## config.mk

```make
export PLATFORM = sky130hd
export DESIGN_NAME = npd_dist
export DESIGN_NICKNAME = d
export VERILOG_FILES = /design/src/sv/npd_pkg.sv /design/src/sv/npd_dist.sv
export SDC_FILE = /design/constraint.sdc
export NUM_CORES = 1
export LEC_CHECK = 0
export CORE_UTILIZATION = 50
export CTS_CLUSTER_DIAMETER = 50
export DETAILED_ROUTE_END_ITERATION = 10
export DONT_BUFFER_PORTS = 1
export PLACE_DENSITY = 0.69
export SLEW_MARGIN = 25
export SYNTH_ARGS = -nofsm -noshare
export SYNTH_HDL_FRONTEND = slang
export SYNTH_SLANG_ARGS = --single-unit
```

## constraint.sdc

```tcl
create_clock -name clk -period 12.1 [get_ports clk]
set_input_delay 1.21 -clock clk [delete_from_list [all_inputs] [get_ports clk]]
set_output_delay 1.21 -clock clk [all_outputs]
set_load 0.005 [all_outputs]
```

## src/sv/npd_pkg.sv

```systemverilog
`timescale 1ns / 1ps
`default_nettype none

package npd_pkg;

    // Command codes carried by a request.
    localparam logic [1:0] CMD_CLEAR  = 2'd0;
    localparam logic [1:0] CMD_APPEND = 2'd1;
    localparam logic [1:0] CMD_QUERY  = 2'd2;

    // Width of the reported point index.
    localparam int INDEX_W = 9;

    // Control tag that travels with each point through the distance unit.
    typedef struct packed {
        logic valid;
        logic first;
        logic last;
    } npd_ctrl_t;

endpackage

`default_nettype wire

```

## src/sv/npd_dist.sv

```systemverilog
`timescale 1ns / 1ps
`default_nettype none

module npd_dist #(
    parameter int F  = 16,
    parameter int AW = 9
) (
    input  wire logic                  clk,
    input  wire logic                  rst_n,
    input  wire npd_pkg::npd_ctrl_t    ctrl_in,
    input  wire logic [AW-1:0]         idx_in,
    input  wire logic [F:0]            px,
    input  wire logic [F:0]            py,
    input  wire logic signed [F+1:0]   qx,
    input  wire logic signed [F+1:0]   qy,
    output npd_pkg::npd_ctrl_t         ctrl_out,
    output logic [AW-1:0]              idx_out,
    output logic [2*F+4:0]             d2
);
    import npd_pkg::*;

    npd_ctrl_t         c1_reg;
    npd_ctrl_t         c2_reg;
    logic [AW-1:0]     i1_reg;
    logic [AW-1:0]     i2_reg;
    logic [F+1:0]      ax_reg;
    logic [F+1:0]      ay_reg;
    logic [2*F+3:0]    sx_reg;
    logic [2*F+3:0]    sy_reg;
    logic signed [F+2:0] dx;
    logic signed [F+2:0] dy;
    logic [F+2:0]      adx;
    logic [F+2:0]      ady;

    // Differences and their magnitudes.
    always_comb
    begin
        dx  = $signed({2'b00, px}) - (F+3)'(qx);
        dy  = $signed({2'b00, py}) - (F+3)'(qy);
        adx = dx[F+2] ? (F+3)'(-dx) : (F+3)'(dx);
        ady = dy[F+2] ? (F+3)'(-dy) : (F+3)'(dy);
    end

    always_ff @(posedge clk or negedge rst_n)
    begin
        if (!rst_n)
        begin
            c1_reg <= '0;
            c2_reg <= '0;
        end
        else
        begin
            c1_reg <= ctrl_in;
            c2_reg <= c1_reg;
        end
    end

    // Magnitude stage, then square stage.
    always_ff @(posedge clk)
    begin
        ax_reg <= adx[F+1:0];
        ay_reg <= ady[F+1:0];
        i1_reg <= idx_in;
        sx_reg <= ax_reg * ax_reg;
        sy_reg <= ay_reg * ay_reg;
        i2_reg <= i1_reg;
    end

    assign ctrl_out = c2_reg;
    assign idx_out  = i2_reg;
    assign d2       = {1'b0, sx_reg} + {1'b0, sy_reg};

endmodule

`default_nettype wire

```

==> run_results.csv <==
group,metric,value,unit
routing,drt-initial-drc-count,932,
routing,first_pass_iters,7,
clock_tree,cts.path.max_buffers,2,
flow_run,cap_violations,0,
critical_path,crit_type,"reg2reg",
finish,synthToLayoutAreaGrowth,4.84,%
synthesis,ys_seq_area_share,10.5,%
routing,route.detailed.drc,0,
finish,diodes,0,
clock_tree,cts_root_buf,"clkbuf_16",
sta,fmax,0.143,GHz
sta,min_period_over_period,57.9,%
critical_path,cp_max_fo,18,
global_route,grt_pass1_wl,89500,um
die,fp.dieW,226,um
synthesis,avgSynthCellArea,8.95,sq um
sta,worst_slew_pin_slew,1080,ps
finish,drive_gt1_share,2.46,%
clock_tree,cts.sinks,130,
routing,ant_nets,0,
clock_tree,postCtsSetupBuffers,0,
synthesis,async_reset_ff_share,4.62,%
synthesis,synth_warnings,0,
die,dieArea,51000,sq um
placed_design,port_buffers,0,
finish,seq_area,2630,sq um
sta,setup_viol,0,
synthesis,ys.flop_type,"dfxtp_1",
sta,finalHoldViolations,0,
critical_path,slowest_stage,"o311ai_1",
clock_tree,cts_made_buffers,17,
critical_path,startpoint_type,"flip-flop",
synthesis,synth_seq_cells,130,
finish,mostFrequentLayoutCells,"inv_1, fa_1, ha_1, nand2_1, dfxtp_1",
global_route,grt_overflow_total,0,
finish,final_common_cell,"inv_1",
synthesis,netlist_instances,2801,
clock_tree,cts_hold_buf,0,
global_route,grt_pass1_vias,19500,
sta,finalMaxSlewViolations,0,
global_route,grt_max_degree,20,
synthesis,synth_cell_types,81,
sta,fin_setup_tns,0,ps
placed_design,gp_congestion,0.873,
routing,wirelength,51800,um
die,rows,81,
synthesis,synth_nets,3617,
clock_tree,post_cts_resized,0,
synthesis,synth_enable_flop_cells,0,
sta,min_period,7010,ps
finish,multi_input_area,19500,sq um
global_route,track_usage,21.9,%
clock_tree,clock_latency,450,ps
routing,routed-via-count,18300,
finish,nNetsFinal,3571,
finish,nFillCells,4442,
critical_path,path_cells,"and2_1 -> inv_1 -> fa_1 -> inv_1 -> fa_1 -> inv_1 -> fa_1 -> inv_1 -> fa_1 -> fa_1 -> inv_1 -> fa_1 -> inv_1 -> ha_1 -> a21oi_1 -> o21ai_0 -> a21oi_1 -> o21ai_0 -> o311ai_1 -> a211oi_1 -> or4_1 -> o311ai_1",
synthesis,netlist_area,25100,sq um
critical_path,arrival,7360,ps
critical_path,slowest_delay,900,ps
clock_tree,cts_tree,"done",
min_path,hold_path_class,"reg2reg",
placed_design,dp_hpwl,44100,um
die,start_util,51.0,%
clock_tree,clk_pin_slew,60,ps
critical_path,crit_required,12450,ps
routing,viasPerCell,5.32,
routing,wire_per_inst,15.1,um
sta,finClkSkew,12.5,ps
sta,rsz0062_at_grt,"no",
sta,max-slew-margin-rel,26.6,%
die,boundaryPins,133,
critical_path,cp-end-kind,"flip-flop",
status,status,"finished, final reports clean",
die,core-area,49200,sq um
global_route,grt_antenna_before_repair,0,
clock_tree,cts_max_level,4,
die,fp.dieH,226,um
synth_stat cells (10+ instances only):
library cell / count / area [sq um]
a211oi_1: 14 / 105
a21o_1: 50 / 375
a21oi_1: 113 / 566
a31oi_1: 12 / 75.1
and2_1: 122 / 763
and3_1: 15 / 93.8
clkbuf_1: 59 / 221
dfxtp_1: 124 / 2480
fa_1: 437 / 8750
ha_1: 295 / 3690
inv_1: 702 / 2640
nand2_1: 228 / 856
nand2b_1: 13 / 81.3
nand3_1: 24 / 120
nor2_1: 110 / 413
nor2b_1: 19 / 119
nor3_1: 42 / 210
nor4_1: 10 / 62.6
o211ai_1: 18 / 135
o21a_1: 25 / 188
o21ai_0: 54 / 270
o21bai_1: 14 / 105
or2_2: 10 / 62.6
xnor2_1: 102 / 893
xor2_1: 45 / 394
worst max-delay path, delay by kind of cell (launching register included):
family	cells	cell delay, ps
AND/OR/NAND/NOR	2	720
adder cells (fa/ha/maj)	7	3230
flip-flops	1	800
buffers and inverters	6	340
AO/OA/AOI/OAI	7	1800
final cells by class:
class,count,area share [%]
clock buffers,17,1.62
clock inverters,15,0.876
inverters,702,10.0
flip-flops and latches,130,10.0
multi-input cells,1904,74.3
well taps,664,3.16
through the flow:
step	instance area (sq um)	setup WS, ps	cells	utilization [%]	hold WS [ps]
after CTS	26300	5230	3432	53.5	326
after detailed placement	25600	5260	3400	52.1	312
after floorplan	25100	5890	2801	-	310
after global routing	26300	4750	3432	53.5	332
final	26300	5090	3432	53.5	326
after global placement	25600	5380	3400	52.1	310
kinds of logic (layout without fill, tap and decap cells):
family                   count (synthesis)  count (layout)  synth area share (%)
multiplexers                             9               9                 0.374
XOR/XNOR                               147             147                  5.14
AO/OA/AOI/OAI                          382             382                  10.4
buffers and inverters                  767             734                  11.6
adder cells (fa/ha/maj)                732             732                  49.6
flip-flops                             130             130                  10.5
AND/OR/NAND/NOR                        634             634                  12.4
metal layers:
| metal | global-route usage [%] | share of wire [%] | vias up |
|---|---|---|---|
| li1 | - | - | 8630 |
| met1 | 27.2 | 42 | 9126 |
| met2 | 38.0 | 50 | 409 |
| met3 | 4.16 | 5.9 | 91 |
| met4 | 7.18 | 2.4 | 0 |
| met5 | 0 | 0 | - |
final timing paths:
| path | from | to | slack [ps] | cells past startpoint |
|---|---|---|---|---|
| setup / recovery | ay_reg[5] | sy_reg[31] | 5090 | 22 |
| hold / removal | i1_reg[2] | idx_out[2] | 330 | 0 |
| setup reg to reg | ay_reg[5] | sy_reg[31] | 5090 | 22 |
| hold reg to reg | i1_reg[2] | idx_out[2] | 330 | 0 |
| max in group asynchronous | rst_n | c1_reg[1] | 11580 | 0 |
| min in group asynchronous | rst_n | ctrl_out[1] | 450 | 0 |
Power is left out: the tool's default activity adds up to more than one toggle a clock period on the data nets, which glitch-free logic cannot reach.
