$ cat src/sv/npd_ram.sv
`timescale 1ns / 1ps
`default_nettype none

module npd_ram #(
    parameter int WIDTH = 8,
    parameter int DEPTH = 16,
    parameter int AW    = 4
) (
    input  wire logic             clk,
    input  wire logic             we,
    input  wire logic [AW-1:0]    waddr,
    input  wire logic [WIDTH-1:0] wdata,
    input  wire logic [AW-1:0]    raddr,
    output logic      [WIDTH-1:0] rdata
);

    logic [WIDTH-1:0] mem [DEPTH];

    // Single write port and registered read port.
    always_ff @(posedge clk)
    begin
        if (we)
        begin
            mem[waddr] <= wdata;
        end
        rdata <= mem[raddr];
    end

endmodule

`default_nettype wire

$ cat config.mk
export PLATFORM = sky130hd
export DESIGN_NAME = npd_ram
export DESIGN_NICKNAME = d
export VERILOG_FILES = /design/src/sv/npd_ram.sv
export SDC_FILE = /design/constraint.sdc
export NUM_CORES = 1
export LEC_CHECK = 0
export BUFFER_PORTS_ARGS = -buffer_cell sky130_fd_sc_hd__buf_2
export CORE_AREA = 2 2 147 149
export CTS_CLUSTER_SIZE = 30
export DETAILED_ROUTE_END_ITERATION = 8
export DIE_AREA = 0 0 149 151
export HOLD_SLACK_MARGIN = 0.02
export PLACE_DENSITY = 0.44
export SYNTH_ARGS = -nofsm -noshare
export SYNTH_HDL_FRONTEND = slang
export SYNTH_SLANG_ARGS = --single-unit
export TNS_END_PERCENT = 30
$ cat constraint.sdc
create_clock -name clk -period 2.2 [get_ports clk]
set_input_delay 0.55 -clock clk [delete_from_list [all_inputs] [get_ports clk]]
set_output_delay 0.55 -clock clk [all_outputs]
set_load 0.02 [all_outputs]
==> results.sh, run 1 <==
export IMPL_run_status="finished, final reports clean"
export IMPL_max_clock_freq_ghz=0.645
export IMPL_crit_type="register to output port"
export IMPL_setup_reg_to_reg_worst_slack_ns=0.88
export IMPL_clock_tree_buffer_depth=2
export IMPL_routed_wire_length_per_instance_um=18.4
export IMPL_cts_htree_levels=4
export IMPL_hp_start="wdata[6]"
export IMPL_grt_pass1_wl_um=16100
export IMPL_grt_max_degree=33
export IMPL_dpl_hpwl_um=6920
export IMPL_cts_sinks=136
export IMPL_finalPower_w=0.00593
export IMPL_detailedRoute_firstPassIterationCount=4
export IMPL_pin_count=26
export IMPL_drt_vias_per_instance=4.22
export IMPL_synthesis_area_mm2=0.00515
export IMPL_hold_viol_final=0
export IMPL_die_area_mm2=0.0225
export IMPL_cts_tree="built"
export IMPL_worst_hold_path_num_cells=1
export IMPL_post_cts_hold_buffer_count=0
export IMPL_worst_slew_pin_transition_ns=0.460
export IMPL_cts_reportedPaths_clkPinSlew_ns=0.06
export IMPL_power_density_cell_area_mw_per_mm2=940
export IMPL_netlist_instances=229
export IMPL_worst_path_buf_inv=1
export IMPL_worst_setup_slack_before_clock_tree_synthesis_ns=0.191
export IMPL_antenna_diode_count=0
export IMPL_part_of_the_cycle_the_worst_path_needs_pct=70.5
export IMPL_post_synth_top_count_cell="sky130_fd_sc_hd__edfxtp_1"
export IMPL_worst_skew_pair_late_latency_ns=0.41
export IMPL_critical_path_max_stage_delay_ns=0.39
export IMPL_start_util_pct=24.7
export IMPL_globalRouteTotalUtil_pct=10.3
export IMPL_yosysSeqAreaShare_pct=77.8
export IMPL_leakagePower_nw=2.09
export IMPL_crit_arrival_ns=1.00
export IMPL_syn_to_final_growth_pct=22.6
export IMPL_synth_top_area_cell="sky130_fd_sc_hd__edfxtp_1"
export IMPL_placeable_core_region_mm2=0.0208
export IMPL_worst_path_dominant_cell_family="flip-flops"
export IMPL_num_vias=2418
export IMPL_std_cell_rows=53
export IMPL_worst_slew_margin_rel_pct=69.3
export IMPL_synthFlopType="sky130_fd_sc_hd__edfxtp_1"
export IMPL_number_of_synthesized_flops_with_an_enable_pin=128
export IMPL_finalSetupViolCount=0
export IMPL_grt_antenna_before_repair=0
export IMPL_cts_repair_timing_setup_buffer_count=0
export IMPL_synth_async_reset_ratio_pct=0
export IMPL_cp_start_kind="register"
export IMPL_reg2regPathDepth=3
export IMPL_ys_ff_latch=136
export IMPL_tns_ns=0
export IMPL_routed_wirelength_um=10600
export IMPL_final_setup_worst_slack_ns=0.649
export IMPL_vdd_ir_drop_max_mv=0.525
export IMPL_initialDrtViolationCount=156
export IMPL_slowest_stage="sky130_fd_sc_hd__dfxtp_1"
export IMPL_port_buffer_count=25
export IMPL_cap_viol_max_count=0
export IMPL_post_layout_min_period_ns=1.55
export IMPL_dieWidth_um=149
export IMPL_grt_pass1_vias=2615
export IMPL_drcViolationCount=0
export IMPL_finalNetCount=303
export IMPL_syn_num_nets=247
export IMPL_cts_buffers_inserted=17
export IMPL_crit_reg2reg_launch="mem[1][0]$_DFFE_PP_"
export IMPL_post_route_cells_drive_above_1_share_pct=32.6
export IMPL_crit_path_cell_trace="buf_2"
export IMPL_hold_end="mem[6][6]$_DFFE_PP_"
export IMPL_yosysWarningCount=0
export IMPL_post_synth_num_cell_types=19
export IMPL_rsz0062_at_grt="no"
export IMPL_gp_routability_congestion=0.696
export IMPL_synth_top_cells_by_area="sky130_fd_sc_hd__edfxtp_1 75%, sky130_fd_sc_hd__mux4_2 7.9%, sky130_fd_sc_hd__mux4_1 7.1%"
export IMPL_die_height_um=151
export IMPL_cts_resized=0
export IMPL_synth_top_cells_by_count="128 x sky130_fd_sc_hd__edfxtp_1, 18 x sky130_fd_sc_hd__mux4_2, 16 x sky130_fd_sc_hd__a22oi_1"
export IMPL_rr_endpoint="rdata[0]$_DFF_P_"
export IMPL_drtAntennaViolNets=0
export IMPL_endpoint_kind="output port"
export IMPL_clockRootBuffer="sky130_fd_sc_hd__clkbuf_16"
export IMPL_cp_data_required_time_ns=1.65
export IMPL_worstHoldPathType="input pin to register"
export IMPL_post_synth_cell_area_avg_um2=22.5
export IMPL_synth_largest_type_area_fraction_pct=74.7
export IMPL_max_clock_skew_ns=0.00690
export IMPL_grt_overflow=0
export IMPL_timing_max_transition_violations_final=0
export IMPL_highest_fanout_seen_on_the_critical_path=1
[cell usage in the layout (no fill, tap or decap), types with 3 or more instances in the layout]
cell type,n
sky130_fd_sc_hd__a22oi_1,16
sky130_fd_sc_hd__buf_12,3
sky130_fd_sc_hd__buf_2,25
sky130_fd_sc_hd__buf_4,19
sky130_fd_sc_hd__clkbuf_16,17
sky130_fd_sc_hd__clkinvlp_4,6
sky130_fd_sc_hd__dfxtp_1,8
sky130_fd_sc_hd__edfxtp_1,128
sky130_fd_sc_hd__mux4_1,14
sky130_fd_sc_hd__mux4_2,18
sky130_fd_sc_hd__nand2_1,9
sky130_fd_sc_hd__nor2_1,13
sky130_fd_sc_hd__nor3_1,4
[routing by layer]
metal / track usage, % / vias up / routed length, um
met3: 3.58 / 10 / 497
met5: 0 / - / 0
li1: - / 1083 / -
met1: 14.3 / 1279 / 5160
met2: 15.0 / 46 / 4790
met4: 3.43 / 0 / 114
[stage by stage]
step / cell area, um2 / hold WS, ns / instances / utilization (%)
floorplan: 5150 / 0.629 / 229 / -
global placement: 5730 / 0.660 / 541 / 27.5
detailed placement: 5730 / 0.663 / 541 / 27.5
CTS: 6310 / 0.498 / 573 / 30.3
global route: 6310 / 0.522 / 573 / 30.3
finish: 6310 / 0.516 / 573 / 30.3
[sequential cells by signal (all words and copies together) (netlist names)]
name	cells
rdata	8
mem	128
[layout make-up]
| type | instances | area [um2] |
|---|---|---|
| multi-input combinational | 83 | 1060 |
| clock inverter | 14 | 150 |
| tap | 275 | 344 |
| timing repair buffer | 47 | 328 |
| clock buffer | 18 | 429 |
| sequential | 136 | 4000 |
| fill | 2052 | 14500 |
[where the power goes]
| part | internal (W) | switching [W] | total (W) | leakage (nW) |
|---|---|---|---|---|
| combinational | 0.000123 | 0.000172 | 0.000295 | 0.600 |
| clock | 0.00167 | 0.00105 | 0.00272 | 0.265 |
| sequential | 0.00290 | 0.0000197 | 0.00292 | 1.22 |
| total | 0.00469 | 0.00125 | 0.00593 | 2.09 |
[logic make-up (layout without fill, tap and decap cells)]
| family | count (synthesis) | after routing | share of synthesized area, % |
|---|---|---|---|
| buf+inv | 10 | 79 | 1.68 |
| simple gates | 35 | 35 | 3.18 |
| flops | 136 | 136 | 77.8 |
| compound gates | 16 | 16 | 2.33 |
| mux | 32 | 32 | 15.0 |
[worst max path at each step]
stage          depth (start not counted)        startpoint             endpoint
5_1_grt                                5          raddr[0]     rdata[5]$_DFF_P_
2_1_floorplan                          2          waddr[2]  mem[0][0]$_DFFE_PP_
4_1_cts                                1  rdata[1]$_DFF_P_             rdata[1]
6_report                               1  rdata[1]$_DFF_P_             rdata[1]
3_5_place_dp                           5          raddr[0]     rdata[5]$_DFF_P_
3_3_place_gp                           5          raddr[0]     rdata[5]$_DFF_P_
Power figures use the tool's default switching activity.
==> run 2: changes to the inputs <==
--- a/config.mk
+++ b/config.mk
@@ -11,7 +11,7 @@
 export DETAILED_ROUTE_END_ITERATION = 8
 export DIE_AREA = 0 0 149 151
 export HOLD_SLACK_MARGIN = 0.02
-export PLACE_DENSITY = 0.44
+export PLACE_DENSITY = 0.45
 export SYNTH_ARGS = -nofsm -noshare
 export SYNTH_HDL_FRONTEND = slang
 export SYNTH_SLANG_ARGS = --single-unit
==> constraint.sdc (replaced) <==
create_clock -name clk -period 1.3 [get_ports clk]
set_input_delay 0.325 -clock clk [delete_from_list [all_inputs] [get_ports clk]]
set_output_delay 0.325 -clock clk [all_outputs]
set_load 0.02 [all_outputs]
==> results.sh, run 2 (synthesis gave the netlist of run 1 again) <==
export IMPL_power_frac_comb_pct=5.8
export IMPL_grt_pass1_vias=2675
export IMPL_mostFrequentLayoutCell="sky130_fd_sc_hd__edfxtp_1"
export IMPL_max_clock_skew_ns=0.00682
export IMPL_clock_tree_buffer_depth=2
export IMPL_met3_length_um=389
export IMPL_run_status="finished with violations"
export IMPL_postPlaceCellArea_mm2=0.00595
export IMPL_drt_vias_per_instance=4.23
export IMPL_rsz0062_at_grt="yes"
export IMPL_part_of_the_cycle_the_worst_path_needs_pct=101
export IMPL_detailedRoute_firstPassIterationCount=4
export IMPL_finalSetupViolCount=1
export IMPL_netSwitchingPower_w=0.00208
export IMPL_hold_viol_final=0
export IMPL_cts_reportedPaths_clkPinSlew_ns=0.06
export IMPL_largest_reg_flops=128
export IMPL_globalRouteTotalUtil_pct=10.4
export IMPL_max_clock_freq_ghz=0.763
export IMPL_syn_to_final_growth_pct=27.9
export IMPL_port_buffer_count=25
export IMPL_worst_slew_pin_transition_ns=0.903
export IMPL_die_area_mm2=0.0225
export IMPL_cts_sinks=136
export IMPL_cell_internal_pwr_w=0.00815
export IMPL_post_layout_min_period_ns=1.31
export IMPL_worstHoldPathType="input pin to register"
export IMPL_worst_skew_pair_late_latency_ns=0.41
export IMPL_grt_pass1_wl_um=16400
export IMPL_most_common_layout_cells="128 x sky130_fd_sc_hd__edfxtp_1, 32 x sky130_fd_sc_hd__buf_4, 22 x sky130_fd_sc_hd__buf_2, 21 x sky130_fd_sc_hd__mux4_2, 17 x sky130_fd_sc_hd__clkbuf_16"
export IMPL_endpoint_kind="register"
export IMPL_routed_wire_length_per_instance_um=18.7
export IMPL_cts_htree_levels=4
export IMPL_hold_ws_ns=0.305
export IMPL_timing_max_transition_violations_final=0
export IMPL_routed_wirelength_um=11000
export IMPL_grt_max_degree=17
export IMPL_grt_overflow=0
export IMPL_die_height_um=151
export IMPL_antenna_diode_count=0
export IMPL_post_route_cells_drive_above_1_share_pct=41.4
export IMPL_finalNetCount=319
export IMPL_wirelength_met1_um=5240
export IMPL_highest_fanout_seen_on_the_critical_path=1
export IMPL_cts_repair_timing_setup_buffer_count=0
export IMPL_start_util_pct=24.7
export IMPL_cp_data_required_time_ns=1.60
export IMPL_vdd_ir_drop_max_mv=1.07
export IMPL_worst_setup_slack_before_clock_tree_synthesis_ns=-0.588
export IMPL_cts_tree="built"
export IMPL_initialDrtViolationCount=137
export IMPL_grt_antenna_before_repair=0
export IMPL_drcViolationCount=0
export IMPL_power_density_cell_area_mw_per_mm2=1550
export IMPL_finish_instance_area_mm2=0.00658
export IMPL_num_vias=2489
export IMPL_cts_buffers_inserted=17
export IMPL_placeable_core_region_mm2=0.0208
export IMPL_clockPowerShare_pct=46.0
export IMPL_reg_largest_list="mem x128, rdata x8"
export IMPL_failing_checks="setup timing"
export IMPL_clockRootBuffer="sky130_fd_sc_hd__clkbuf_16"
export IMPL_leakagePower_nw=2.20
export IMPL_crit_arrival_ns=1.61
export IMPL_worst_slew_margin_rel_pct=39.6
export IMPL_largest_register="mem"
export IMPL_pin_count=26
export IMPL_cp_start_kind="register"
export IMPL_final_setup_worst_slack_ns=-0.0102
export IMPL_drtAntennaViolNets=0
export IMPL_met2RoutedLength_um=5190
export IMPL_gp_routability_congestion=0.671
export IMPL_crit_type="register to register"
export IMPL_power_share_switching_pct=20.3
export IMPL_cap_viol_max_count=0
export IMPL_share_seq_of_total_power_pct=48.2
export IMPL_dieWidth_um=149
export IMPL_dpl_hpwl_um=7320
export IMPL_std_cell_rows=53
export IMPL_routed_top_layer="met4"
export IMPL_post_cts_hold_buffer_count=0
export IMPL_tns_ns=-0.0102
## run 2: metrics by stage
stage / total power [W] / std cells / util (%)
global route: 0.0105 / 589 / 31.6
global placement: 0.00560 / 558 / 28.6
floorplan: 0.00531 / 229 / -
finish: 0.0102 / 589 / 31.6
detailed placement: 0.00560 / 558 / 28.6
CTS: 0.0103 / 589 / 31.6
## run 2: what timing repair did
item	in CTS	in global routing
pin swaps	5	1
setup endpoints to repair	10	9
resized for setup	15	4
## run 2: final cells by class
class	count	area [um2]
multi-input cells	83	1130
fillers	2038	14200
repair buffers	63	517
flip-flops and latches	136	4000
clock buffers	18	429
clock inverters	14	158
well taps	275	344
## run 2: path summary, 6_finish.rpt
| kind | startpoint | endpoint | cells after the start | slack [ns] |
|---|---|---|---|---|
| worst max-delay path | mem[3][6]$_DFFE_PP_ | rdata[6]$_DFF_P_ | 3 | -0.01 |
| worst min-delay path | wdata[6] | mem[3][6]$_DFFE_PP_ | 1 | 0.31 |
| worst max register to register | mem[3][6]$_DFFE_PP_ | rdata[6]$_DFF_P_ | 3 | -0.01 |
| worst min register to register | mem[11][5]$_DFFE_PP_ | rdata[5]$_DFF_P_ | 3 | 0.67 |
## run 2: layer usage
metal / GRT usage (%) / vias to the layer above
met5: 0 / -
met4: 4.62 / 0
li1: - / 1114
met3: 2.92 / 12
met2: 16.2 / 48
met1: 13.7 / 1315
## run 2: power by group through the flow
stage          clock network (W)  registers [W]  logic (W)
4_1_cts                  0.00480        0.00494   0.000604
3_5_place_dp                   0        0.00503   0.000579
5_1_grt                  0.00496        0.00494   0.000642
2_1_floorplan                  0        0.00505   0.000255
6_report                 0.00470        0.00493   0.000595
3_3_place_gp                   0        0.00503   0.000570
## run 2: critical path, cell delays in order, from the launching register on
cell and delay [ns]:
sky130_fd_sc_hd__edfxtp_1 0.38, sky130_fd_sc_hd__mux4_2 0.48, sky130_fd_sc_hd__a22oi_2 0.25, sky130_fd_sc_hd__nand2_1 0.09
