`config.mk`:
```
export PLATFORM = sky130hd
export DESIGN_NAME = npd_sqrt_cell
export DESIGN_NICKNAME = d
export VERILOG_FILES = /design/src/sv/npd_sqrt_cell.sv
export SDC_FILE = /design/constraint.sdc
export NUM_CORES = 1
export LEC_CHECK = 0
export BUFFER_PORTS_ARGS = -buffer_cell sky130_fd_sc_hd__clkbuf_2
export CAP_MARGIN = 0
export CORE_MARGIN = 5
export CORE_UTILIZATION = 40
export CTS_BUF_LIST = sky130_fd_sc_hd__clkbuf_8 sky130_fd_sc_hd__clkbuf_16
export DETAILED_ROUTE_END_ITERATION = 12
export GPL_TIMING_DRIVEN = 0
export HOLD_SLACK_MARGIN = 0.12
export PLACE_DENSITY = 0.78
export SLEW_MARGIN = 5
export SYNTH_ARGS = -nofsm -noshare
export SYNTH_HDL_FRONTEND = slang
export SYNTH_SLANG_ARGS = --single-unit
```
`constraint.sdc`:
```
create_clock -name clk -period 0.8 [get_ports clk]
set_input_delay 0.04 -clock clk [delete_from_list [all_inputs] [get_ports clk]]
set_output_delay 0.04 -clock clk [all_outputs]
set_load 0.02 [all_outputs]
```
`src/sv/npd_sqrt_cell.sv`:
```
`timescale 1ns / 1ps
`default_nettype none

module npd_sqrt_cell #(
    parameter int F = 16
) (
    input  wire logic             clk,
    input  wire logic             rst_n,
    input  wire logic             valid_in,
    input  wire logic [2*F-1:0]   n_in,
    input  wire logic [F+1:0]     rem_in,
    input  wire logic [F-1:0]     root_in,
    output logic                  valid_out,
    output logic [2*F-1:0]        n_out,
    output logic [F+1:0]          rem_out,
    output logic [F-1:0]          root_out
);

    logic [F+1:0] rem_sh;
    logic [F+1:0] trial;
    logic         fits;

    // One restoring square-root step: two radicand bits in, one root bit out.
    always_comb
    begin
        rem_sh = {rem_in[F-1:0], n_in[2*F-1:2*F-2]};
        trial  = {root_in, 2'b01};
        fits   = (rem_sh >= trial);
    end

    always_ff @(posedge clk or negedge rst_n)
    begin
        if (!rst_n)
        begin
            valid_out <= 1'b0;
        end
        else
        begin
            valid_out <= valid_in;
        end
    end

    always_ff @(posedge clk)
    begin
        n_out    <= {n_in[2*F-3:0], 2'b00};
        rem_out  <= fits ? rem_sh - trial : rem_sh;
        root_out <= {root_in[F-2:0], fits};
    end

endmodule

`default_nettype wire

```
==> out/qor.txt, run 1 <==
Slew @ Worst Pin: 713 ps
Clock-pin slew on the worst setup and hold paths: 90 ps
Worst hold slack: 46.2 ps
Net Sw Frac: 35.5%
CTS tree: yes
CP Buf/Inv Count: 4
First-pass GRT wire length: 19.7 mm
Diode count: 0
Root buf cell: clkbuf_8
Largest family of logic cells by synthesized area: compound AO/OA/AOI/OAI gates
Vias in the first global route: 3,255
Distinct cell type count after synthesis: 46
Largest net degree at the start of global routing: 14
Sequential-to-total area share from yosys stat: 50.1%
Fillers: 209
Crit Path Max Fanout: 5
Crit share post-route: 250%
CORE AREA: 0.00635 mm²
Layout cells sized above 1: 63.1%
CTS Buf Count: 9
Crit path required time: 1060 ps
Fin. Hold Viols: 0
Die area: 0.00823 mm²
Most common flop cell mapped by yosys: dfxtp_1
EDFF count, synth: 0
Die W: 90.7 µm
Routed len/inst: 29.1 µm
Fin crit period: 2000 ps
Yosys warnings: 0
Final wirelength: 16.5 mm
Hold_sp: n_in[31]
Initial antenna violation count: 0
Combinational power share: 36.4%
P_leak: 2.54 nW
Adder-cell share of the synthesized area: 8.64%
Crit path DAT: 2260 ps
#FFs+latches synth: 65
Fin Setup TNS: -25,230 ps
H-tree depth reported by CTS: 3
Clk pwr share: 28.8%
Nets: 570
Final worst slack: -1200 ps
FF/Latch Area: 0.00139 mm²
Multi-input logic area: 0.00151 mm²
Ys async rst share: 1.54%
Largest stage delay, worst path: 440 ps
Cell family with most CP delay: compound AO/OA/AOI/OAI gates
CP endpoint kind: register
CP Launch Type: primary input
Pint: 7.16 mW
Remaining antenna violation count: 0
Fmax: 501 MHz
Sink Count: 65
Residual DRC count: 0
RSZ-0062 raised after global routing: yes
Post-synthesis mux area share: 5.47%
Die Y-Extent: 90.7 µm
Setup-failing EPs final: 84
Cell Rows: 29
Mean Syn Cell Area: 10.6 µm²
Cells after Synth: 245
Netlist Area Pre-Place: 0.00261 mm²
Fin cells: 565
Routability congestion estimate from global placement: 0.862
Area Overhead vs Synth: 115%
Max-capacitance violation count: 0
HPWL Detailed: 5.40 mm
Hold WC Path Type: primary input to register
Sequential fraction of design power: 34.8%
Tot GR Track Use: 30.5%
Status: finished with violations
Slew headroom: 52.0%
Compound-Gate Fraction of Synth Area: 17.1%
Worst path slowest cell: ha_1
Vias: 3,445
Grt ovf: 0
Drt pass-1 iters: 6
I/O Buffers: 131
Max-slew violation count: 0
WS Path Type: primary input to register
Synth Area in XOR/XNOR: 4.37%
Worst-path cell chain: clkbuf_2, inv_1, ha_1, nand2b_1, a21oi_2, buf_4, buf_4, o211ai_1, o211ai_1, xor2_1, mux2_4
Psw: 3.94 mW
VDD IR max: 0.00194 V
Max clock buf depth: 2
Worst Setup SP: root_in[0]
Starting DRC count in detailed routing: 526
Post-synthesis simple-gate area fraction: 8.83%
PwrDens: 1980 mW/mm²
Post-Place Cells: 454
Failing checks: setup timing
I/O Pins: 136
Vias per std cell: 6.10
Starting Density: 41.0%
synthesized netlist by cell type, drive strengths merged, types with 2 or more instances:
library cell  number  area, µm²
xor2               6       52.6
o211ai             5       37.5
nand4              3       18.8
a211oi             4       30.0
mux2              10        143
dfxtp             64       1280
nand3              8       40.0
o21a              10       75.1
or3                2       12.5
nor2              10       45.0
ha                18        225
o21bai             2       15.0
buf                3       35.0
a21o               5       38.8
nand2             14       55.1
a21oi             16       80.1
nand2b             2       12.5
nor3               4       20.0
o21ai             14       81.3
inv               19       73.8
clkbuf             2       18.8
a211o              2       17.5
xnor2              7       61.3
sequential cells by signal, summed over array words and instances, names as in the netlist:
name / count
root_out: 16
n_out: 30
rem_out: 18
valid_out: 1
layer usage:
metal  part of all wire [%]  vias to the layer above  wire length, µm  GRT usage (%)
li1                       -                     1338                -              -
met1                     35                     1562             5770           37.1
met2                     43                      408             7130           49.5
met3                     15                      137             2430           10.5
met4                    6.9                        0             1140           11.4
met5                      0                        -                0              0
layout by cell type (no fill, tap or decap), drive strengths merged, types with 2 or more instances in the layout:
cell type    synthesis  layout
a211o                2       2
a211oi               4       4
a21o                 5       5
a21oi               16      16
buf                  3     108
clkbuf               2      67
clkinv               0       4
conb                 1       2
dfxtp               64      64
dlygate4sd3          0      65
ha                  18      18
inv                 19      20
mux2                10      10
nand2               14      14
nand2b               2       2
nand3                8       8
nand4                3       3
nor2                10      10
nor3                 4       4
o211ai               5       5
o21a                10      10
o21ai               14      14
o21bai               2       2
or3                  2       2
xnor2                7       7
xor2                 6       6
area by class of cell:
cell class / count / area share, %
clock inverter: 7 / 1.43
sequential: 65 / 24.7
tap: 77 / 1.72
timing repair buffer: 228 / 40.7
inverter: 19 / 1.63
clock buffer: 9 / 2.21
buffer: 4 / 0.802
multi-input combinational: 156 / 26.8
power groups by stage:
stage	registers, mW	logic (mW)	clock network [mW]
global placement	3.67	2.07	0
detailed placement	3.68	2.11	0
floorplan	4.07	1.03	0
CTS	3.70	3.07	2.93
finish	3.86	4.04	3.20
global route	3.88	4.10	3.26
kinds of logic after synthesis:
kind of cell,Yosys count
compound gates,66
xor+xnor,13
fa+ha+maj,18
buf+inv,25
flops,65
mux,10
other cells,1
simple gates,47
stage by stage:
| step | util [%] | power [mW] | cell area (µm²) | setup WS (ps) |
|---|---|---|---|---|
| floorplan | - | 5.10 | 2700 | -1260 |
| global placement | 54.3 | 5.75 | 3450 | -1620 |
| detailed placement | 54.3 | 5.79 | 3450 | -1620 |
| CTS | 81.0 | 9.69 | 5140 | -1210 |
| global route | 88.4 | 11.2 | 5620 | -1200 |
| finish | 88.4 | 11.1 | 5620 | -1200 |
what timing repair did:
item | CTS | global route
setup buffers | 15 | 18
resized for setup | 203 | 141
pin swaps | 8 | 21
endpoints found under the setup margin | 84 | 84
hold buffers | 64 | 1
hold endpoints to repair | 65 | 2
path summary, 6_finish.rpt:
| check | cells after the start | end | slack [ps] |
|---|---|---|---|
| setup / recovery | 11 | rem_out[16] | -1200 |
| min in group asynchronous | 3 | valid_out | 540 |
| hold / removal | 3 | rem_out[1] | 50 |
| max in group asynchronous | 3 | valid_out | 140 |
Power figures use the tool's default switching activity.
==> inputs of run 2 (changes only) <==
- REMOVE_ABC_BUFFERS: not set -> 1
==> run 2 against run 1 <==
Net effect: the flow still finishes with violations (setup timing); critical endpoint is now rem_out[8]; fmax up 0.77%; count of clock-buffer cells in the layout rose by 1; setup slack gained 15 ps.
==> out/qor.txt, run 2 (synthesis results as in run 1) <==
Post-Place Cells: 448 (-1.3%)
CORE AREA: 0.00635 mm² (unchanged)
Die area: 0.00823 mm² (unchanged)
Max-capacitance violation count: 0 (unchanged)
WS Path Type: primary input to register
PwrDens: 1940 mW/mm² (-1.9%)
Cell Rows: 29 (unchanged)
P_leak: 2.51 nW (-1.3%)
Worst hold slack: 60.3 ps (+14.1 ps)
Finished Core Util: 88.2% (-0.28 points)
Max FFs per register: 30 (unchanged)
Place WS: -1800 ps (-182 ps)
Nets: 565 (-0.88%)
Power Total: 10.9 mW (-2.2%)
Worst Hold Depth: 3 (unchanged)
I/O Buffers: 131 (unchanged)
Max-slew violation count: 0 (unchanged)
CTS tree: yes
Initial antenna violation count: 0 (unchanged)
Failing checks: setup timing
Vias: 3,476 (+0.90%)
VDD IR max: 0.00189 V (-2.5%)
Crit share post-route: 248% (-1.9 points)
Drt pass-1 iters: 8 (+2)
Routed len/inst: 29.6 µm (+1.4%)
Largest net degree at the start of global routing: 12 (-2)
Diode count: 0 (unchanged)
Fin. Hold Viols: 0 (unchanged)
Starting Density: 41.0% (unchanged)
Fin cells: 560 (-0.88%)
Grt ovf: 0 (unchanged)
Layout cells sized above 1: 66.3% (+3.1 points)
Setup-failing EPs final: 84 (unchanged)
Sink Count: 65 (unchanged)
Vias per std cell: 6.21 (+1.8%)
CP endpoint kind: register
Remaining antenna violation count: 0 (unchanged)
Worst Hold End: rem_out[1]
Area Overhead vs Synth: 115%
Crit path required time: 1050 ps (about the same)
Max clock buf depth: 2 (unchanged)
Die Y-Extent: 90.7 µm (unchanged)
CP Launch Type: primary input
Vias in the first global route: 3,304 (+1.5%)
Hold WC Path Type: primary input to register
Fillers: 222 (+6.2%)
Clock-pin slew on the worst setup and hold paths: 80 ps (about the same)
I/O Pins: 136 (unchanged)
Tot GR Track Use: 31.1% (+0.56 points)
Hold_sp: n_in[31]
HPWL Detailed: 5.31 mm (-1.8%)
Top flop regs: n_out (30), rem_out (18), root_out (16)
CTS Buf Count: 9 (unchanged)
Die W: 90.7 µm (unchanged)
Residual DRC count: 0 (unchanged)
Crit Path Max Fanout: 6 (+1)
First-pass GRT wire length: 19.9 mm (+1.2%)
Most frequent cells in the layout: dlygate4sd3_1 (65), buf_8 (65), dfxtp_2 (64), clkbuf_2 (57), buf_4 (28)
Root buf cell: clkbuf_8
Starting DRC count in detailed routing: 610 (+16%)
Fin crit period: 1980 ps (-15.2 ps)
Final wirelength: 16.6 mm (+0.53%)
H-tree depth reported by CTS: 3 (unchanged)
Routability congestion estimate from global placement: 0.838 (-2.7%)
Reg with most FFs: n_out
RSZ-0062 raised after global routing: yes
Crit path DAT: 2230 ps (-30 ps)
Final worst slack: -1180 ps (+15.2 ps)
Status: finished with violations
Fmax: 505 MHz (+0.77%)
[run 2: timing repair]
action                                  CTS  global route
cloned                                    1             0
endpoints found under the setup margin   84            84
endpoints found under the hold margin    65             3
setup buffers                            14            16
pin swaps                                17            13
hold buffers                             63             2
resized for setup                       233           146
[run 2: how the worst max path moves through the flow]
stage	startpoint	endpoint	slack (ps)
2_1_floorplan	root_in[9]	rem_out[3]	-1440
3_3_place_gp	root_in[13]	rem_out[3]	-1810
3_5_place_dp	root_in[13]	rem_out[3]	-1800
4_1_cts	root_in[8]	rem_out[7]	-890
5_1_grt	root_in[1]	rem_out[7]	-1200
6_report	root_in[1]	rem_out[8]	-1180
[run 2: cell type report]
type                       count  area [µm²]  area share (%)
clock inverter                 6        58.8            1.05
timing repair buffer         226        2250            40.1
clock buffer                  10         138            2.46
multi-input combinational    156        1590            28.3
inverter                      19        81.3            1.45
tap                           77        96.3            1.72
timing repair inverter         1        6.26           0.112
sequential                    65        1390            24.8
[run 2: metrics by stage]
stage / TNS, ps / area [µm²]
after CTS: -18660 / 5110
after global routing: -25570 / 5600
final: -24410 / 5600
after floorplan: -24000 / 2540
after detailed placement: -31000 / 3300
after global placement: -31300 / 3300
[run 2: critical path: stages]
cell and delay [ps]:
clkbuf_2 120, inv_2 60, ha_4 260, o211ai_1 410
a21oi_4 90, a21o_1 240, o21a_1 240, nor2_4 250
clkinv_4 170, mux2_4 340
[run 2: report_power, final]
part	internal, mW	leakage, nW	total [mW]	switching (mW)
clock	1.50	0.0995	3.01	1.51
sequential	3.60	0.552	3.86	0.255
combinational	2.03	1.86	3.98	1.95
[run 2: per-layer routing]
layer  track usage [%]  up-vias  part of all wire, %
met5                 0        -                    0
met4              14.8        0                  7.7
met3              9.58      142                   12
met2              52.8      426                   44
met1              35.1     1580                   36
li1                  -     1328                    -
==> inputs of run 3 (changes only) <==
- CAP_MARGIN: 0 -> not set
- PLACE_DENSITY: 0.78 -> 0.81
- clock period: 0.8 -> 1.74 ns (I/O delays scaled with it)
==> run 3 against run 2 <==
Net effect: non-clock buffer count shrank 9; routed wire length is 41% lower; clock power decreased by 46%; power fell by 58%; count of clock-buffer cells in the layout stayed put; utilization shrank 14 points; die area unchanged; sequential power decreased by 57%; the run still ends with setup timing left.
==> out/qor.txt, run 3 (synthesis results as in run 1) <==
Commonest non-fill, non-tap cell in the layout: clkbuf_2
Largest stage delay, worst path: 440 ps (+30 ps)
Fmax: 568 MHz
Hold_sp: n_in[31]
Worst-path cell chain: clkbuf_2, inv_1, ha_1, a21oi_1, a21oi_1, a311oi_1, xnor2_1, mux2_4
Sink Count: 65 (unchanged)
Max-capacitance violation count: 0 (unchanged)
Final worst slack: -20.5 ps (+1160 ps)
Largest net degree at the start of global routing: 13 (+1)
Worst hold slack: 150 ps (+89.3 ps)
VDD IR max: 0.000940 V (-50%)
Net Sw Frac: 29.4% (-4.8 points)
Psw: 1.34 mW (-64%)
Top flop regs: n_out (30), rem_out (18), root_out (16)
Initial antenna violation count: 0 (unchanged)
Fin. Hold Viols: 0 (unchanged)
Nets: 556 (-1.6%)
Grt ovf: 0 (unchanged)
Worst Hold Depth: 4 (+1)
Layout cells sized above 1: 46.0% (-20 points)
CP Buf/Inv Count: 2 (-1)
Crit share post-route: 101%
Cell family with most CP delay: compound AO/OA/AOI/OAI gates
P_leak: 2.24 nW (-11%)
Tot GR Track Use: 21.4% (-9.7 points)
CTS Buf Count: 9 (unchanged)
Setup-failing EPs final: 5 (-94%)
I/O Buffers: 131 (unchanged)
H-tree depth reported by CTS: 3 (unchanged)
Crit path required time: 1970 ps (+920 ps)
Clk pwr share: 35.6% (+7.8 points)
Root buf cell: clkbuf_8
Die Y-Extent: 90.7 µm (unchanged)
CP Launch Type: primary input
Routed len/inst: 17.7 µm (-40%)
Fin crit period: 1760 ps
CORE AREA: 0.00635 mm² (unchanged)
Vias: 2,768 (-20%)
Fillers: 383 (+73%)
Status: finished with violations
Cell Rows: 29 (unchanged)
Clock-pin slew on the worst setup and hold paths: 80 ps (about the same)
Max clock buf depth: 2 (unchanged)
HPWL Detailed: 5.35 mm (+0.86%)
CTS tree: yes
Reg with most FFs: n_out
Sequential fraction of design power: 36.5% (+0.9 points)
Worst path slowest cell: a21oi_1
Max FFs per register: 30 (unchanged)
Most common cell on crit path: a21oi_1
PwrDens: 975 mW/mm² (-50%)
Final wirelength: 9.75 mm (-41%)
Hold WC Path Type: primary input to register
RSZ-0062 raised after global routing: yes
Diode count: 0 (unchanged)
Crit path DAT: 1990 ps (-240 ps)
Max-slew violation count: 0 (unchanged)
Most frequent cells in the layout: clkbuf_2 (121), dlygate4sd3_1 (66), dfxtp_1 (64), buf_4 (19)
I/O Pins: 136 (unchanged)
Power Total: 4.57 mW (-58%)
Crit Path Max Fanout: 6 (unchanged)
Drt pass-1 iters: 4 (-4)
First-pass GRT wire length: 14.2 mm (-28%)
Starting Density: 41.0% (unchanged)
Combinational power share: 27.9% (-8.8 points)
Starting DRC count in detailed routing: 186 (-70%)
Die W: 90.7 µm (unchanged)
Pint: 3.23 mW (-55%)
Failing checks: setup timing
Finished Core Util: 73.8% (-14 points)
Residual DRC count: 0 (unchanged)
Routability congestion estimate from global placement: 0.848 (+1.2%)
Area Overhead vs Synth: 79.9%
CP endpoint kind: register
Vias in the first global route: 2,794 (-15%)
WS Path Type: primary input to register
Die area: 0.00823 mm² (unchanged)
Remaining antenna violation count: 0 (unchanged)
Fin Setup TNS: -45.0 ps (+24,370 ps)
Worst Hold End: rem_out[1]
Vias per std cell: 5.02 (-19%)
run 3: cell types whose count changed in the layout (fill, tap and decap cells not counted), moves of 4 or more:
cell / change
nand3_1: +6
ha_4: -4
o21ai_0: +5
dfxtp_1: +64
o21ai_2: -7
dfxtp_2: -64
nand3_2: -6
buf_8: -64
buf_4: -9
clkbuf_2: +64
run 3: power by group through the flow:
stage                     Clock [mW]  Sequential [mW]  Combinational, mW
after global placement             0             1.69              0.896
after global routing            1.72             1.68               1.35
after CTS                       1.64             1.66               1.15
after floorplan                    0             1.87              0.421
after detailed placement           0             1.70              0.903
final                           1.63             1.67               1.27
run 3: worst max-delay path by stage:
stage | start | endpoint | depth (start not counted)
2_1_floorplan | root_in[9] | rem_out[3] | 9
3_3_place_gp | root_in[13] | rem_out[3] | 10
3_5_place_dp | root_in[13] | rem_out[4] | 10
4_1_cts | root_in[7] | rem_out[8] | 10
5_1_grt | root_in[4] | rem_out[11] | 8
6_report | root_in[4] | rem_out[11] | 8
run 3: routing by layer:
metal  part of all wire, %  GRT usage (%)  vias up
met5                     0              0        -
met4                   2.4           8.19        0
met3                   7.6           6.50       23
met2                    52           39.0      145
met1                    38           22.8     1289
li1                      -              -     1311
run 3: tightest hold or removal path, delay by kind of cell:
kind                       cells  cell delay (ps)
buffers and inverters          2              190
adders and majority gates      1              120
AOI/OAI and AO/OA              1               50
run 3: repair_timing:
| item | in CTS | in global routing |
|---|---|---|
| gates cloned | 1 | 0 |
| hold buffers | 66 | 0 |
| resized for setup | 32 | 47 |
| pin swaps | 13 | 8 |
| endpoints found under the hold margin | 65 | 0 |
| setup endpoints to repair | 19 | 18 |
| buffers inserted | 16 | 4 |
run 3: final cells by class:
class / instances / area, µm² / share of cell area, %
flip-flops and latches: 65 / 1310 / 27.9
clock buffers: 10 / 138 / 2.94
repair buffers: 217 / 1540 / 32.8
well taps: 77 / 96.3 / 2.05
clock inverters: 6 / 115 / 2.46
repair inverters: 1 / 8.76 / 0.187
multi-input cells: 156 / 1410 / 30.1
inverters: 19 / 78.8 / 1.68
run 3: per-stage QoR:
| step | worst slack, ps | instance area, µm² | std cells |
|---|---|---|---|
| floorplan | -543 | 2540 | 240 |
| global placement | -901 | 3300 | 448 |
| detailed placement | -919 | 3300 | 448 |
| CTS | -19.5 | 4490 | 547 |
| global route | -132 | 4690 | 551 |
| finish | -20.5 | 4690 | 551 |
